`config.mk`:
```
export PLATFORM = sky130hd
export DESIGN_NAME = gaussian_vignette_gain_unit
export DESIGN_NICKNAME = d
export VERILOG_FILES = /design/src/hdl/gvg_pkg.sv /design/src/hdl/gvg_offset.sv /design/src/hdl/gvg_exponent.sv /design/src/hdl/gvg_gain.sv /design/src/hdl/gaussian_vignette_gain_unit.sv
export SDC_FILE = /design/constraint.sdc
export NUM_CORES = 2
export LEC_CHECK = 0
export BUFFER_PORTS_ARGS = -buffer_cell sky130_fd_sc_hd__buf_2
export CELL_PAD_IN_SITES_DETAIL_PLACEMENT = 1
export CELL_PAD_IN_SITES_GLOBAL_PLACEMENT = 2
export CORE_UTILIZATION = 35
export DETAILED_ROUTE_END_ITERATION = 8
export GPL_ROUTABILITY_DRIVEN = 0
export PLACE_DENSITY = 0.77
export SYNTH_ARGS = -nofsm -noshare
export SYNTH_HDL_FRONTEND = slang
export SYNTH_SLANG_ARGS = --single-unit
```
`constraint.sdc`:
```
create_clock -name clk -period 17.68 [get_ports clk]
set_input_delay 1.768 -clock clk [delete_from_list [all_inputs] [get_ports clk]]
set_output_delay 1.768 -clock clk [all_outputs]
set_load 0.01 [all_outputs]
```
`src/hdl/gvg_pkg.sv`:
```
// Shared types and constants of the Gaussian vignette gain pipeline.
package gvg_pkg;

    localparam int COL_W      = 12;
    localparam int PIX_W      = 8;
    localparam int GAIN_W     = 17;
    localparam int SIZE_W     = 13;
    localparam int K_W        = 32;
    localparam int CFG_IDX_W  = 2;
    localparam int CFG_DATA_W = 32;
    localparam int IN_DATA_W  = 32;
    localparam int OUT_DATA_W = 32;

    localparam int SQ_W        = 2 * COL_W;
    localparam int D2_W        = SQ_W + 1;
    localparam int E_W         = D2_W + K_W;
    localparam int E_LIMIT_BIT = 29;
    localparam int L_W         = 31;
    localparam int PROD_W      = E_LIMIT_BIT + L_W;
    localparam int T_W         = PROD_W - 30;
    localparam int T_FRAC_W    = 24;
    localparam int N_W         = T_W - T_FRAC_W;
    localparam int NSTAGE      = 7;

    localparam logic [L_W-1:0]    LOG2E_Q30 = 31'd1549082005;
    localparam logic [PIX_W-1:0]  PIX_MAX   = 8'd255;
    localparam logic [SIZE_W-1:0] SIZE_RST  = 13'd4096;

    localparam logic [CFG_IDX_W-1:0] REG_IMAGE_WIDTH  = 2'd0;
    localparam logic [CFG_IDX_W-1:0] REG_IMAGE_HEIGHT = 2'd1;
    localparam logic [CFG_IDX_W-1:0] REG_INV_TWO_SIG  = 2'd2;

    typedef struct packed {
        logic [SIZE_W-1:0] width;
        logic [SIZE_W-1:0] height;
        logic [K_W-1:0]    k;
    } gvg_cfg_t;

endpackage

```
`src/hdl/gvg_offset.sv`:
```
// Range check, centre offsets and their squares (stages 0 and 1).
module gvg_offset import gvg_pkg::*;
#(
    parameter int COORD_BITS = 12
)
(
    input  logic              clk,
    input  logic [1:0]        adv,
    input  gvg_cfg_t          cfg,
    input  logic [COL_W-1:0]  col,
    input  logic [COL_W-1:0]  row,
    input  logic [PIX_W-1:0]  pixel_in,
    output logic              in_range,
    output logic [SQ_W-1:0]   sqx,
    output logic [SQ_W-1:0]   sqy,
    output logic [PIX_W-1:0]  pix
);

    localparam int CB = (COORD_BITS < COL_W) ? COORD_BITS : COL_W;
    localparam logic [COL_W-1:0] CMASK = ~({COL_W{1'b1}} << CB);

    logic [COL_W-1:0]        colm;
    logic [COL_W-1:0]        rowm;
    logic signed [COL_W:0]   dx;
    logic signed [COL_W:0]   dy;
    logic [COL_W-1:0]        adx_next;
    logic [COL_W-1:0]        ady_next;
    logic [COL_W-1:0]        adx_reg;
    logic [COL_W-1:0]        ady_reg;
    logic [PIX_W-1:0]        pix0_reg;
    logic [SQ_W-1:0]         sqx_next;
    logic [SQ_W-1:0]         sqy_next;
    logic [SQ_W-1:0]         sqx_reg;
    logic [SQ_W-1:0]         sqy_reg;
    logic [PIX_W-1:0]        pix1_reg;

    always_comb
    begin
        colm     = col & CMASK;
        rowm     = row & CMASK;
        in_range = ({1'b0, colm} < cfg.width) && ({1'b0, rowm} < cfg.height);
        dx       = $signed({1'b0, colm}) - $signed({1'b0, cfg.width[SIZE_W-1:1]});
        dy       = $signed({1'b0, rowm}) - $signed({1'b0, cfg.height[SIZE_W-1:1]});
        adx_next = dx[COL_W] ? COL_W'(-dx) : dx[COL_W-1:0];
        ady_next = dy[COL_W] ? COL_W'(-dy) : dy[COL_W-1:0];
        sqx_next = SQ_W'(adx_reg) * SQ_W'(adx_reg);
        sqy_next = SQ_W'(ady_reg) * SQ_W'(ady_reg);
    end

    always_ff @(posedge clk)
    begin
        if (adv[0])
        begin
            adx_reg  <= adx_next;
            ady_reg  <= ady_next;
            pix0_reg <= pixel_in;
        end
        if (adv[1])
        begin
            sqx_reg  <= sqx_next;
            sqy_reg  <= sqy_next;
            pix1_reg <= pix0_reg;
        end
    end

    assign sqx = sqx_reg;
    assign sqy = sqy_reg;
    assign pix = pix1_reg;

endmodule

```
`src/hdl/gvg_exponent.sv`:
```
// Squared distance times k, then conversion to a base-2 exponent (stages 2 and 3).
module gvg_exponent import gvg_pkg::*;
(
    input  logic              clk,
    input  logic [1:0]        adv,
    input  gvg_cfg_t          cfg,
    input  logic [SQ_W-1:0]   sqx,
    input  logic [SQ_W-1:0]   sqy,
    input  logic [PIX_W-1:0]  pix_in,
    output logic [T_W-1:0]    t,
    output logic              zero,
    output logic [PIX_W-1:0]  pix
);

    logic [D2_W-1:0]    d2;
    logic [E_W-1:0]     e_next;
    logic [E_W-1:0]     e_reg;
    logic [PIX_W-1:0]   pix2_reg;
    logic [PROD_W-1:0]  prod;
    logic               zero_next;
    logic [T_W-1:0]     t_reg;
    logic               zero_reg;
    logic [PIX_W-1:0]   pix3_reg;

    always_comb
    begin
        d2        = D2_W'(sqx) + D2_W'(sqy);
        e_next    = E_W'(d2) * E_W'(cfg.k);
        zero_next = |e_reg[E_W-1:E_LIMIT_BIT];
        prod      = PROD_W'(e_reg[E_LIMIT_BIT-1:0]) * PROD_W'(LOG2E_Q30);
    end

    always_ff @(posedge clk)
    begin
        if (adv[0])
        begin
            e_reg    <= e_next;
            pix2_reg <= pix_in;
        end
        if (adv[1])
        begin
            t_reg    <= prod[PROD_W-1:30];
            zero_reg <= zero_next;
            pix3_reg <= pix2_reg;
        end
    end

    assign t    = t_reg;
    assign zero = zero_reg;
    assign pix  = pix3_reg;

endmodule

```
`src/hdl/gvg_gain.sv`:
```
// Exponent table lookup, shift and sample scaling (stages 4 to 6).
module gvg_gain import gvg_pkg::*;
#(
    parameter int GAIN_FRAC_BITS = 16,
    parameter int EXP_TABLE_BITS = 8
)
(
    input  logic               clk,
    input  logic [2:0]         adv,
    input  logic [T_W-1:0]     t,
    input  logic               zero,
    input  logic [PIX_W-1:0]   pix_in,
    output logic [PIX_W-1:0]   pixel_out,
    output logic [GAIN_W-1:0]  gain
);

    localparam int TAB_SIZE = 1 << EXP_TABLE_BITS;
    localparam int ENT_W    = GAIN_FRAC_BITS + 1;
    localparam int SH_W     = $clog2(GAIN_FRAC_BITS);
    localparam int SHR      = (GAIN_FRAC_BITS >= 16) ? GAIN_FRAC_BITS - 16 : 0;
    localparam int SHL      = (GAIN_FRAC_BITS < 16) ? 16 - GAIN_FRAC_BITS : 0;
    localparam int P_W      = PIX_W + ENT_W;

    function automatic logic [63:0] isqrt64(input logic [63:0] val);
        logic [63:0] n;
        logic [63:0] res;
        logic [63:0] bitv;
        n    = val;
        res  = '0;
        bitv = 64'd1 << 62;
        for (int i = 0; i < 32; i++)
        begin
            if (n >= res + bitv)
            begin
                n   = n - (res + bitv);
                res = (res >> 1) + bitv;
            end
            else
            begin
                res = res >> 1;
            end
            bitv = bitv >> 2;
        end
        return res;
    endfunction

    function automatic logic [TAB_SIZE*ENT_W-1:0] build_tab();
        logic [63:0]               roots [EXP_TABLE_BITS+1];
        logic [63:0]               v;
        logic [63:0]               ent;
        logic [TAB_SIZE*ENT_W-1:0] tab;
        tab      = '0;
        roots[0] = 64'd1 << 31;
        for (int j = 1; j <= EXP_TABLE_BITS; j++)
        begin
            roots[j] = isqrt64(roots[j-1] << 32);
        end
        for (int i = 0; i < TAB_SIZE; i++)
        begin
            v = 64'd1 << 32;
            for (int b = 0; b < EXP_TABLE_BITS; b++)
            begin
                if (((i >> b) & 1) != 0)
                begin
                    v = (v * roots[EXP_TABLE_BITS-b]) >> 32;
                end
            end
            ent = (v + (64'd1 << (31 - GAIN_FRAC_BITS))) >> (32 - GAIN_FRAC_BITS);
            tab[i*ENT_W +: ENT_W] = ent[ENT_W-1:0];
        end
        return tab;
    endfunction

    localparam logic [TAB_SIZE*ENT_W-1:0] EXP_TAB = build_tab();

    logic [N_W-1:0]            n;
    logic [EXP_TABLE_BITS-1:0] idx;
    logic                      zero4_next;
    logic [ENT_W-1:0]          tab_reg;
    logic [SH_W-1:0]           n_reg;
    logic                      zero4_reg;
    logic [PIX_W-1:0]          pix4_reg;
    logic [ENT_W-1:0]          g_next;
    logic [ENT_W-1:0]          g_reg;
    logic [PIX_W-1:0]          pix5_reg;
    logic [P_W-1:0]            prod;
    logic [P_W-1:0]            ps;
    logic [31:0]               gext;
    logic [PIX_W-1:0]          pixel_next;
    logic [GAIN_W-1:0]         gain_next;
    logic [PIX_W-1:0]          pixel_reg;
    logic [GAIN_W-1:0]         gain_reg;

    always_comb
    begin
        n          = t[T_W-1:T_FRAC_W];
        idx        = t[T_FRAC_W-1 -: EXP_TABLE_BITS];
        zero4_next = zero || (n >= N_W'(GAIN_FRAC_BITS));
        g_next     = zero4_reg ? '0 : (tab_reg >> n_reg);
        prod       = P_W'(pix5_reg) * P_W'(g_reg);
        ps         = prod >> GAIN_FRAC_BITS;
        pixel_next = (ps > P_W'(PIX_MAX)) ? PIX_MAX : ps[PIX_W-1:0];
        gext       = 32'(g_reg);
        gain_next  = GAIN_W'((gext >> SHR) << SHL);
    end

    always_ff @(posedge clk)
    begin
        if (adv[0])
        begin
            tab_reg   <= EXP_TAB[int'(idx)*ENT_W +: ENT_W];
            n_reg     <= n[SH_W-1:0];
            zero4_reg <= zero4_next;
            pix4_reg  <= pix_in;
        end
        if (adv[1])
        begin
            g_reg    <= g_next;
            pix5_reg <= pix4_reg;
        end
        if (adv[2])
        begin
            pixel_reg <= pixel_next;
            gain_reg  <= gain_next;
        end
    end

    assign pixel_out = pixel_reg;
    assign gain      = gain_reg;

endmodule

```
`src/hdl/gaussian_vignette_gain_unit.sv`:
```
// Top level of the Gaussian vignette gain unit: config registers, pipeline control, stages.
// Throughput: one item per cycle; seven stages with per-stage valid bits set the rate,
// and a stall holds only the stages that are full behind it.
// Items outside the image are dropped at the input and give no result.
// Reset clears all valid bits and loads width 4096, height 4096, k = 0; the table is a ROM.
module gaussian_vignette_gain_unit import gvg_pkg::*;
#(
    parameter int COORD_BITS     = 12,
    parameter int GAIN_FRAC_BITS = 16,
    parameter int EXP_TABLE_BITS = 8
)
(
    input  logic                   clk,
    input  logic                   rst_n,
    input  logic                   cfg_write,
    input  logic [CFG_IDX_W-1:0]   cfg_index,
    input  logic [CFG_DATA_W-1:0]  cfg_data,
    input  logic                   s_axis_tvalid,
    output logic                   s_axis_tready,
    input  logic [IN_DATA_W-1:0]   s_axis_tdata,   // col[11:0], row[23:12], pixel_in[31:24]
    output logic                   m_axis_tvalid,
    input  logic                   m_axis_tready,
    output logic [OUT_DATA_W-1:0]  m_axis_tdata    // pixel_out[7:0], gain[24:8], zero[31:25]
);

    gvg_cfg_t           cfg_reg;
    gvg_cfg_t           cfg_next;
    logic [NSTAGE-1:0]  v_reg;
    logic [NSTAGE-1:0]  v_next;
    logic [NSTAGE:0]    rdy;
    logic [NSTAGE-1:0]  adv;
    logic               in_range;
    logic [SQ_W-1:0]    sqx;
    logic [SQ_W-1:0]    sqy;
    logic [PIX_W-1:0]   pix1;
    logic [T_W-1:0]     t;
    logic               zero;
    logic [PIX_W-1:0]   pix3;
    logic [PIX_W-1:0]   pixel_out;
    logic [GAIN_W-1:0]  gain;

    always_comb
    begin
        cfg_next = cfg_reg;
        if (cfg_write)
        begin
            unique case (cfg_index)
                REG_IMAGE_WIDTH:  cfg_next.width  = cfg_data[SIZE_W-1:0];
                REG_IMAGE_HEIGHT: cfg_next.height = cfg_data[SIZE_W-1:0];
                REG_INV_TWO_SIG:  cfg_next.k      = cfg_data[K_W-1:0];
                default:          cfg_next        = cfg_reg;
            endcase
        end
    end

    always_ff @(posedge clk or negedge rst_n)
    begin
        if (!rst_n)
        begin
            cfg_reg.width  <= SIZE_RST;
            cfg_reg.height <= SIZE_RST;
            cfg_reg.k      <= '0;
        end
        else
        begin
            cfg_reg <= cfg_next;
        end
    end

    // advance a stage when it is empty or the one after it moves
    always_comb
    begin
        rdy[NSTAGE] = m_axis_tready;
        for (int i = NSTAGE - 1; i >= 0; i--)
        begin
            rdy[i] = !v_reg[i] || rdy[i+1];
        end
        adv       = rdy[NSTAGE-1:0];
        v_next[0] = s_axis_tvalid && in_range;
        for (int i = 1; i < NSTAGE; i++)
        begin
            v_next[i] = v_reg[i-1];
        end
    end

    always_ff @(posedge clk or negedge rst_n)
    begin
        if (!rst_n)
        begin
            v_reg <= '0;
        end
        else
        begin
            for (int i = 0; i < NSTAGE; i++)
            begin
                if (adv[i])
                begin
                    v_reg[i] <= v_next[i];
                end
            end
        end
    end

    gvg_offset #(
        .COORD_BITS (COORD_BITS)
    ) u_offset (
        .clk      (clk),
        .adv      (adv[1:0]),
        .cfg      (cfg_reg),
        .col      (s_axis_tdata[11:0]),
        .row      (s_axis_tdata[23:12]),
        .pixel_in (s_axis_tdata[31:24]),
        .in_range (in_range),
        .sqx      (sqx),
        .sqy      (sqy),
        .pix      (pix1)
    );

    gvg_exponent u_exponent (
        .clk    (clk),
        .adv    (adv[3:2]),
        .cfg    (cfg_reg),
        .sqx    (sqx),
        .sqy    (sqy),
        .pix_in (pix1),
        .t      (t),
        .zero   (zero),
        .pix    (pix3)
    );

    gvg_gain #(
        .GAIN_FRAC_BITS (GAIN_FRAC_BITS),
        .EXP_TABLE_BITS (EXP_TABLE_BITS)
    ) u_gain (
        .clk       (clk),
        .adv       (adv[6:4]),
        .t         (t),
        .zero      (zero),
        .pix_in    (pix3),
        .pixel_out (pixel_out),
        .gain      (gain)
    );

    assign s_axis_tready = adv[0];
    assign m_axis_tvalid = v_reg[NSTAGE-1];
    assign m_axis_tdata  = {{(OUT_DATA_W - GAIN_W - PIX_W){1'b0}}, gain, pixel_out};

    a_gain_max: assert property (@(posedge clk) disable iff (!rst_n)
        m_axis_tvalid |-> (gain <= 17'd65536))
        else $error("gain above one");

    a_zero_gain: assert property (@(posedge clk) disable iff (!rst_n)
        (m_axis_tvalid && (gain == '0)) |-> (pixel_out == '0))
        else $error("nonzero sample with zero gain");

    a_ready_empty: assert property (@(posedge clk) disable iff (!rst_n)
        !v_reg[NSTAGE-1] |-> s_axis_tready)
        else $error("input stalled with empty output stage");

    a_drop_outside: assert property (@(posedge clk) disable iff (!rst_n)
        (s_axis_tvalid && s_axis_tready && !in_range) |=> !v_reg[0])
        else $error("item outside the image entered the pipeline");

endmodule

```
==> results.yml <==
sta:
  finalSetupViolCount: 0
  fin_crit_ps: 10800
  worst_clock_skew_ps: 24.86
  period_share_pct: 61.09
  maxSlewViolCount: 0
  tightestPinTransition_ps: 1105
  rsz_0062_raised_after_global_routing: "no"
  worst_hold_slack_ps: 405.5
  max_clock_freq_ghz: 0.09259
  timing_hold_violations_final: 0
  finalSetupTns_ps: 0
  timing.max_slew.rel_slack_pct: 26.14
die:
  die-height_microns: 444.7
  die_width_microns: 444.7
  core_region_area_sq_um: 194800
  floorplan.die_area_sq_um: 197800
  io-pin-count: 105
  fp-row-count: 162
  initial_core_util_pct: 35.22
global_routing:
  first_pass_grt_wire_length_microns: 335800
  largest_net_degree_at_the_start_of_global_routing: 91
  grt_pass1_vias: 56730
  grt_remaining_overflow: 0
  grt.total_usage_pct: 22.07
  antenna_found_initial: 13
critical_path:
  critPathMaxFanout: 23
  critPathLaunchType: "flip-flop"
  required_time_reported_for_the_critical_path_endpoint_ps: 18050
  crit_slowest_cell: "a2111oi_1"
  cell_type_with_the_highest_occurrence_count_on_the_critical_path: "fa_1"
  critical_path_class: "reg2reg"
  crit_arrival_ps: 11170
  timing.critical_path.slowest_cell_delay_ps: 960
  critical_path.endpoint_type: "flip-flop"
synthesis:
  synth.yosys.seq_area_share_pct: 13.49
  post-synth-top-area-fraction_pct: 37.15
  synth_most_common_cell: "inv_1"
  ys_top_cells_by_count: "inv_1, fa_1, nand2_1"
  syn_area_sq_um: 68610
  mean_area_per_synthesized_cell_sq_um: 9.483
  synth_flop_cell: "edfxtp_1"
  postSynthRegisterBits: 319
  yosys.cell_types.count: 89
  synth-edff-count: 254
  synth_cells: 7235
  synthesis.yosys.warnings: 0
  synth.area.top_cells: "fa_1, ha_1, edfxtp_1"
  biggest_area_consumer_among_synthesized_cells: "fa_1"
  ys_async_sr_fraction_pct: 20.38
place:
  placed_cells_incl_taps: 9727
  io_buffer_count: 97
  post-dp-hpwl_microns: 173600
clocking:
  tritoncts: "yes"
  cts.sink_count: 319
  cts_root_buffer: "clkbuf_16"
  post_cts.resized_instances: 0
  clock_insertion_delay_worst_skew_ps: 640
  cts_post_setup_buffers_inserted: 0
  clock_edge_transition_at_the_registers_on_the_reported_setup_and_hold_paths_ps: 60
  cts_buffer_depth: 3
  hold_buffer_count_at_cts: 0
  htree_num_levels: 2
  number_of_clock_buffers_inserted_by_tritoncts: 41
layout:
  post_route_cells_drive_above_1_share_pct: 5.112
  postLayoutCoreUtil_pct: 37.69
  post_route_insts_no_fill: 9809
  layout-area-overhead-vs-synth_pct: 6.996
  design.final.nets: 9290
  largest_register_ffs: 58
detailed_routing:
  drt_wl_total_microns: 215600
  routed-via-count: 50160
  drt-initial-drc-count: 2818
  ant_nets: 0
  detail_route.first_pass.iterations: 5
  detail_route.wl_per_cell_microns: 21.98
  post-route-drc-count: 0
  detail_route.vias_per_cell: 5.114
job:
  max-cap-violations: 0
worst_hold_path:
  hold_path.class: "reg2reg"
run_status:
  status: "complete, no violations"
==> worst paths after layout <==
kind,start,endpoint,slack [ps],cells past startpoint
setup / recovery,u_offset.sqx[2],u_exponent.e_reg[50],6880,36
hold / removal,u_exponent.pix2_reg[5],u_exponent.pix[5],410,0
setup reg to reg,u_offset.sqx[2],u_exponent.e_reg[50],6880,36
hold reg to reg,u_exponent.pix2_reg[5],u_exponent.pix[5],410,0
max in group asynchronous,rst_n,v_reg[3],15440,2
min in group asynchronous,rst_n,cfg_reg[46],1030,1
==> cell families (layout without fill, tap and decap cells) <==
family	Yosys count	in the layout	share of synthesized area (%)
buffers and inverters	1904	1842	10.48
AOI/OAI and AO/OA	872	872	8.057
adders and majority gates	2073	2073	51.74
muxes	80	80	1.463
xor gates and xnor gates	173	173	2.219
other	1	13	0.005466
DFF	319	319	13.49
and+or+nand+nor	1813	1813	12.54
==> cells in the final DEF (no fill, tap or decap), types with 11 or more instances in the layout <==
cell type,instances
a211oi_1,47
a21boi_0,11
a21o_1,80
a21oi_1,270
a311oi_1,19
a31oi_1,39
and2_1,401
and3_1,26
buf_2,96
buf_4,77
clkbuf_16,41
dfrtp_1,62
edfxtp_1,254
fa_1,1273
ha_1,799
inv_1,1592
mux2_2,52
mux2i_1,17
mux4_2,11
nand2_1,810
nand2b_1,42
nand3_1,83
nand4_1,23
nor2_1,222
nor2b_1,62
nor3_1,68
o211ai_1,31
o21a_1,19
o21ai_0,180
o21ai_1,21
o21bai_1,18
o22ai_1,13
o31ai_1,22
or2_2,13
or3_1,23
xnor2_1,115
xnor2_2,12
xor2_1,43
==> critical path: cells and delay by family (launching register included) <==
kind | cells | cell delay (ps)
AO/OA/AOI/OAI | 17 | 4870
adder cells (fa/ha/maj) | 10 | 4320
AND/OR/NAND/NOR | 4 | 600
flip-flops | 1 | 330
buffers and inverters | 4 | 210
XOR/XNOR | 1 | 170
==> metal layers <==
metal / share of wire, % / track usage, %
met2: 50 / 39.06
met5: 0.019 / 0
met4: 3.0 / 6.267
met3: 3.9 / 2.250
met1: 43 / 28.43
==> cell type report <==
| cell class | instances | area [sq um] |
|---|---|---|
| multi-input cells | 5018 | 52330 |
| inverters | 1593 | 5979 |
| clock buffers | 46 | 1075 |
| fillers | 22310 | 121400 |
| clock inverters | 30 | 407.9 |
| repair buffers | 173 | 1059 |
| flip-flops and latches | 319 | 9258 |
| well taps | 2624 | 3283 |
| diodes | 6 | 15.01 |
==> metrics by stage <==
stage | worst slack [ps] | area (sq um)
after CTS | 6868 | 73390
after global placement | 7181 | 71910
final | 6880 | 73410
after global routing | 6296 | 73400
after detailed placement | 6891 | 71910
after floorplan | 8987 | 68630
Power is left out: the tool's default activity adds up to more than one toggle a clock period on the data nets, which glitch-free logic cannot reach.
